## src/hdl/byte_deque_with_low_watermark_unit_assert.svh

```systemverilog
// Assertion helpers for the byte deque block.
// Each macro writes one labelled concurrent assertion on the given clock and
// active-low reset, and reports through $error.
`ifndef BYTE_DEQUE_WITH_LOW_WATERMARK_UNIT_ASSERT_SVH
`define BYTE_DEQUE_WITH_LOW_WATERMARK_UNIT_ASSERT_SVH

// Same-cycle implication.
`define BDQ_ASSERT_IMP(lbl, clk, rst_n, ante, cons, msg) \
  lbl: assert property (@(posedge clk) disable iff (!rst_n) (ante) |-> (cons)) \
    else $error(msg);

// Next-cycle implication.
`define BDQ_ASSERT_NXT(lbl, clk, rst_n, ante, cons, msg) \
  lbl: assert property (@(posedge clk) disable iff (!rst_n) (ante) |=> (cons)) \
    else $error(msg);

`endif

```

## src/hdl/bdq_pkg.sv

```systemverilog
// ----------------------------------------------------------------------------
// bdq_pkg
// Shared types and fixed field widths of the byte deque block.
// ----------------------------------------------------------------------------
`timescale 1ns / 1ps
`default_nettype none

package bdq_pkg;

  localparam int CMD_W       = 2;
  localparam int BYTE_W      = 8;
  localparam int GET_W       = 7;
  localparam int STATUS_W    = 2;
  localparam int QSIZE_W     = 11;
  localparam int QSIZE_RESET = 1024;

  typedef enum logic [CMD_W-1:0] {
    CMD_POST_BACK  = 2'd0,
    CMD_POST_FRONT = 2'd1,
    CMD_GET        = 2'd2,
    CMD_NOP        = 2'd3
  } cmd_e;

  typedef enum logic [STATUS_W-1:0] {
    STAT_DONE   = 2'd0,
    STAT_FULL   = 2'd1,
    STAT_EMPTY  = 2'd2
  } status_e;

  typedef enum logic {
    S_IDLE,
    S_GET
  } state_e;

  // Per-cycle commands from the sequencer to the pointer unit
  typedef struct packed {
    logic cfg_load;
    logic post_back;
    logic post_front;
    logic get_start;
    logic rd_step;
  } ptr_op_t;

endpackage

`default_nettype wire

```

## src/hdl/bdq_ptr_unit.sv

```systemverilog
// ----------------------------------------------------------------------------
// bdq_ptr_unit
// Pointers, effective size, free count and low watermark of the deque.
// ----------------------------------------------------------------------------
`timescale 1ns / 1ps
`default_nettype none

module bdq_ptr_unit #(
  parameter int DEPTH   = 1024,
  parameter int MAX_GET = 64,
  localparam int PTR_W  = $clog2(DEPTH),
  localparam int CNT_W  = $clog2(DEPTH + 1)
) (
  input  logic                          clk_i,
  input  logic                          rst_ni,
  input  bdq_pkg::ptr_op_t              op_i,
  input  logic [bdq_pkg::QSIZE_W-1:0]   cfg_wdata_i,
  input  logic [bdq_pkg::GET_W-1:0]     get_count_i,
  output logic [PTR_W-1:0]              wr_addr_o,
  output logic [PTR_W-1:0]              front_addr_o,
  output logic [PTR_W-1:0]              rd_addr_o,
  output logic                          full_o,
  output logic [bdq_pkg::GET_W-1:0]     get_n_o,
  output logic [bdq_pkg::QSIZE_W-1:0]   free_nxt_o,
  output logic [bdq_pkg::QSIZE_W-1:0]   low_nxt_o
);

  import bdq_pkg::*;

  localparam int EXT_W = (CNT_W > QSIZE_W) ? CNT_W : QSIZE_W;
  localparam logic [EXT_W-1:0] DEPTH_X   = EXT_W'(DEPTH);
  localparam logic [CNT_W-1:0] RESET_EFF =
    CNT_W'((QSIZE_RESET > DEPTH) ? DEPTH : QSIZE_RESET);
  localparam logic [GET_W-1:0] MAX_GET_C = GET_W'(MAX_GET);

  logic [CNT_W-1:0] eff_q, eff_d;
  logic [CNT_W-1:0] free_q, free_d;
  logic [CNT_W-1:0] low_q, low_d;
  logic [PTR_W-1:0] wr_ptr_q, wr_ptr_d;
  logic [PTR_W-1:0] rd_ptr_q, rd_ptr_d;

  logic [EXT_W-1:0] cfg_x;
  logic [CNT_W-1:0] eff_new;
  logic [GET_W-1:0] want;
  logic [CNT_W-1:0] avail;
  logic [CNT_W-1:0] free_dec;
  logic [CNT_W-1:0] wr_inc;
  logic [CNT_W-1:0] rd_inc;
  logic [PTR_W-1:0] wr_wrap;
  logic [PTR_W-1:0] rd_wrap;
  logic [PTR_W-1:0] front;
  logic             post;

  // Saturate the written size to 1..DEPTH
  always_comb begin
    cfg_x = EXT_W'(cfg_wdata_i);
    if (cfg_x == '0) begin
      eff_new = CNT_W'(1);
    end else if (cfg_x > DEPTH_X) begin
      eff_new = CNT_W'(DEPTH);
    end else begin
      eff_new = CNT_W'(cfg_x);
    end
  end

  always_comb begin
    want     = (get_count_i > MAX_GET_C) ? MAX_GET_C : get_count_i;
    avail    = eff_q - free_q;
    get_n_o  = (EXT_W'(want) < EXT_W'(avail)) ? want : GET_W'(avail);
    free_dec = free_q - CNT_W'(1);
    post     = op_i.post_back || op_i.post_front;

    wr_inc   = CNT_W'(wr_ptr_q) + CNT_W'(1);
    rd_inc   = CNT_W'(rd_ptr_q) + CNT_W'(1);
    wr_wrap  = (wr_inc >= eff_q) ? '0 : wr_inc[PTR_W-1:0];
    rd_wrap  = (rd_inc >= eff_q) ? '0 : rd_inc[PTR_W-1:0];
    front    = (rd_ptr_q == '0) ? PTR_W'(eff_q - CNT_W'(1))
                                : rd_ptr_q - PTR_W'(1);
  end

  always_comb begin
    eff_d    = eff_q;
    free_d   = free_q;
    low_d    = low_q;
    wr_ptr_d = wr_ptr_q;
    rd_ptr_d = rd_ptr_q;
    if (op_i.cfg_load) begin
      eff_d    = eff_new;
      free_d   = eff_new;
      low_d    = eff_new;
      wr_ptr_d = '0;
      rd_ptr_d = '0;
    end else begin
      if (post) begin
        free_d = free_dec;
        low_d  = (free_dec < low_q) ? free_dec : low_q;
      end else if (op_i.get_start) begin
        free_d = CNT_W'(EXT_W'(free_q) + EXT_W'(get_n_o));
      end
      if (op_i.post_back) begin
        wr_ptr_d = wr_wrap;
      end
      if (op_i.post_front) begin
        rd_ptr_d = front;
      end else if (op_i.rd_step) begin
        rd_ptr_d = rd_wrap;
      end
    end
  end

  always_ff @(posedge clk_i or negedge rst_ni) begin
    if (!rst_ni) begin
      eff_q    <= RESET_EFF;
      free_q   <= RESET_EFF;
      low_q    <= RESET_EFF;
      wr_ptr_q <= '0;
      rd_ptr_q <= '0;
    end else begin
      eff_q    <= eff_d;
      free_q   <= free_d;
      low_q    <= low_d;
      wr_ptr_q <= wr_ptr_d;
      rd_ptr_q <= rd_ptr_d;
    end
  end

  assign wr_addr_o    = wr_ptr_q;
  assign front_addr_o = front;
  assign rd_addr_o    = rd_ptr_q;
  assign full_o       = (free_q == '0);
  assign free_nxt_o   = QSIZE_W'(free_d);
  assign low_nxt_o    = QSIZE_W'(low_d);

endmodule

`default_nettype wire

```

## config.mk

```make
export PLATFORM = sky130hd
export DESIGN_NAME = bdq_ptr_unit
export DESIGN_NICKNAME = d
export VERILOG_FILES = /design/src/hdl/byte_deque_with_low_watermark_unit_assert.svh /design/src/hdl/bdq_pkg.sv /design/src/hdl/bdq_ptr_unit.sv
export SDC_FILE = /design/constraint.sdc
export NUM_CORES = 1
export LEC_CHECK = 0
export BUFFER_PORTS_ARGS = -buffer_cell sky130_fd_sc_hd__clkbuf_2
export CORE_UTILIZATION = 45
export CTS_CLUSTER_SIZE = 12
export DETAILED_ROUTE_END_ITERATION = 8
export GPL_ROUTABILITY_DRIVEN = 0
export PLACE_DENSITY = 0.66
export SLEW_MARGIN = 40
export SYNTH_ARGS = -nofsm -noshare
export SYNTH_HDL_FRONTEND = slang
export SYNTH_SLANG_ARGS = --single-unit
```

## constraint.sdc

```tcl
create_clock -name clk_i -period 15.28 [get_ports clk_i]
set_clock_uncertainty 0.2 [all_clocks]
set_input_delay 0.764 -clock clk_i [delete_from_list [all_inputs] [get_ports clk_i]]
set_output_delay 0.764 -clock clk_i [all_outputs]
set_load 0.005 [all_outputs]
```

==> flow_metrics.env <==
export IMPL_slowest_delay_ns=0.46
export IMPL_via_per_inst=5.88
export IMPL_crit_buf_inv=2
export IMPL_first_pass_iters=5
export IMPL_yosys_most_used_dff="dfrtp_1"
export IMPL_fin_crit_ns=6.76
export IMPL_cts_resized_gates=0
export IMPL_top_layer="met4"
export IMPL_leakagePower_uw=0.00274
export IMPL_r2r_end="free_q[10]"
export IMPL_rsz0062_at_grt="false"
export IMPL_grt_start_max_net_pins=54
export IMPL_fin_ws_ns=8.52
export IMPL_post_route_period_util_pct=44.2
export IMPL_peakVddDrop_v=0.0000680
export IMPL_core_area_sq_um=10800
export IMPL_r2r_setup_slack_ns=9.67
export IMPL_critPathTopFamily="compound AO/OA/AOI/OAI gates"
export IMPL_ant_nets=0
export IMPL_cts_made_buffers=5
export IMPL_synthArstFlopShare_pct=100
export IMPL_wl_met3_microns=864
export IMPL_crit_fanout=7
export IMPL_r2r_cells=24
export IMPL_clk_latency_ns=0.32
export IMPL_slew_violations=0
export IMPL_grt_usage_pct=25.3
export IMPL_syn_area_per_cell_sq_um=8.45
export IMPL_path_class="register to primary output"
export IMPL_path_clk_slew_ns=0.11
export IMPL_grt_pass1_vias=4575
export IMPL_cts_tree="built"
export IMPL_synth_area_leader_cell="dfrtp_1"
export IMPL_hold_buffers=0
export IMPL_vias=4749
export IMPL_area_growth_pct=12.5
export IMPL_end_kind="primary output"
export IMPL_die_w_microns=107
export IMPL_grt_antenna_before_repair=0
export IMPL_worstSetupStartpoint="eff_q[0]"
export IMPL_start_kind="register"
export IMPL_wl_met1_mm=6.67
export IMPL_ys_ff_latch=53
export IMPL_power_density_nw_per_um2=145
export IMPL_synth_cells=590
export IMPL_num_rows=38
export IMPL_cp_required_ns=14.32
export IMPL_drive_above_1_share_pct=16.6
export IMPL_setup_viol=0
export IMPL_dpl_hpwl_mm=10.9
export IMPL_syn_area_sq_um=4990
export IMPL_cp_depth=25
export IMPL_cts_sinks=53
export IMPL_synth_edf_count=0
export IMPL_dr_wl_met2_mm=6.37
export IMPL_initial_core_util_pct=46.0
export IMPL_synthTopCellsByArea="dfrtp_1 25%, ha_1 15%, o21ai_0 5.5%"
export IMPL_yosys_warnings=0
export IMPL_port_buffers=84
export IMPL_ios=85
export IMPL_netlist_area_leader_share_pct=25.1
export IMPL_die_h_microns=107
export IMPL_regToRegStartpoint="eff_q[0]"
export IMPL_synth_nets=677
export IMPL_grt_pass1_wl_mm=22.8
export IMPL_drt_iter0_drc=383
export IMPL_final_nets=754
export IMPL_max_freq_mhz=148
export IMPL_route_detailed_drc=0
export IMPL_arrival_ns=5.80
export IMPL_synth_seq_area_share_pct=26.7
export IMPL_cts_setup_buffers=0
export IMPL_dieArea_sq_um=11500
export IMPL_tightest_slew_ns=0.836
export IMPL_clock_path_buffers=2
export IMPL_slowest_stage="and4_1"
export IMPL_cap_violations=0
export IMPL_wl_per_cell_microns=17.6
export IMPL_status="complete, no violations"
export IMPL_slew_headroom_pct=43.8
export IMPL_pre_cts_slack_ns=8.94
export IMPL_setup_tns_ns=0
export IMPL_antenna_cells_inserted=0
export IMPL_hold_viol_final=0
export IMPL_postRouteWirelength_mm=14.2
export IMPL_fillers=1022
export IMPL_htree_levels=2
export IMPL_cpMostUsedCell="o21ai_0"
export IMPL_ys_types=58
export IMPL_root_buffer="clkbuf_8"
export IMPL_gr_total_overflow=0
export IMPL_crit_end="free_nxt_o[10]"
export IMPL_hold_class="primary input to asynchronous set/reset pin"
-- through the flow --
stage	hold WS, ns	area (sq um)	power [uW]	std cells	utilization [%]
finish	0.340	5610	814	808	51.8
floorplan	0.268	4990	561	590	-
detailed placement	0.362	5490	703	800	50.7
global placement	0.332	5490	688	800	50.6
CTS	0.387	5610	810	808	51.8
global route	0.422	5610	878	808	51.8
-- power breakdown --
group	internal, uW	switching (uW)
combinational	222	276
sequential	166	44.2
clock	53.6	52.1
total	442	372
-- worst register-to-register path, cell delays in order (launching register included) --
cell	delay, ns
dfrtp_1	0.43
inv_1	0.10
ha_1	0.23
fa_1	0.42
nor2b_1	0.18
o31a_1	0.19
o21ai_0	0.09
nand2b_1	0.09
xnor2_1	0.09
ha_1	0.28
o21ai_0	0.07
nand2b_1	0.07
o41ai_1	0.08
a31oi_1	0.16
and4_1	0.46
mux2_2	0.40
ha_1	0.22
fa_1	0.42
a21o_1	0.20
a21oi_1	0.24
o21ba_2	0.18
o21ai_0	0.12
a31oi_1	0.25
xor2_1	0.10
o21ai_0	0.25
-- metal layers --
layer  track usage [%]  up-vias
li1                  -     2272
met1              35.9     2252
met2              39.6      202
met3              3.51       23
met4              8.41        0
met5                 0        -
-- flip-flops by register name, summed over array words and instances (netlist names) --
register and flops:
free_q 11, low_q 11, wr_addr_o 10, rd_addr_o 10, eff_q 11
-- area by class of cell --
cell class | count | area [sq um] | area share (%)
well taps | 140 | 175 | 3.12
clock inverters | 1 | 30.0 | 0.535
repair buffers | 87 | 443 | 7.89
inverters | 54 | 203 | 3.61
flip-flops and latches | 53 | 1330 | 23.7
multi-input cells | 466 | 3340 | 59.6
clock buffers | 7 | 86.3 | 1.54
-- cell usage in the layout (no fill, tap or decap), drive strengths merged, types with 19 or more instances in the layout --
cell    synthesis  routed
clkbuf          8      91
ha             60      60
nand2          56      56
o21ai          55      55
inv            54      54
dfrtp          50      50
xnor2          28      28
nor2           26      26
nand3          24      24
a21oi          24      24
xor2           19      19
mux2i          19      19
-- synth_stat cells, types with 11 or more instances --
| cell type | n |
|---|---|
| a21o_1 | 12 |
| a21oi_1 | 23 |
| a31oi_1 | 12 |
| dfrtp_1 | 50 |
| ha_1 | 60 |
| inv_1 | 54 |
| mux2i_1 | 19 |
| nand2_1 | 56 |
| nand3_1 | 24 |
| nor2_1 | 25 |
| nor2b_1 | 11 |
| nor3_1 | 14 |
| o211ai_1 | 11 |
| o21ai_0 | 55 |
| xnor2_1 | 28 |
| xor2_1 | 19 |
-- logic make-up (layout without fill, tap and decap cells) --
| group | count (synthesis) | after routing | synth area share, % |
|---|---|---|---|
| AOI/OAI and AO/OA | 158 | 158 | 20.7 |
| and+or+nand+nor | 178 | 178 | 17.9 |
| adders and majority gates | 62 | 62 | 15.9 |
| DFF | 53 | 53 | 26.7 |
| muxes | 21 | 21 | 4.26 |
| xor gates and xnor gates | 47 | 47 | 8.25 |
| buffers and inverters | 71 | 149 | 6.40 |
-- worst min path at each step --
stage | to | startpoint
floorplan | eff_q[0] | rst_ni
global route | rd_addr_o[3] | rst_ni
CTS | rd_addr_o[3] | rst_ni
global placement | wr_addr_o[8] | wr_addr_o[8]
finish | rd_addr_o[4] | rst_ni
detailed placement | wr_addr_o[8] | wr_addr_o[8]
No activity file was read; power rests on OpenSTA's default activity.
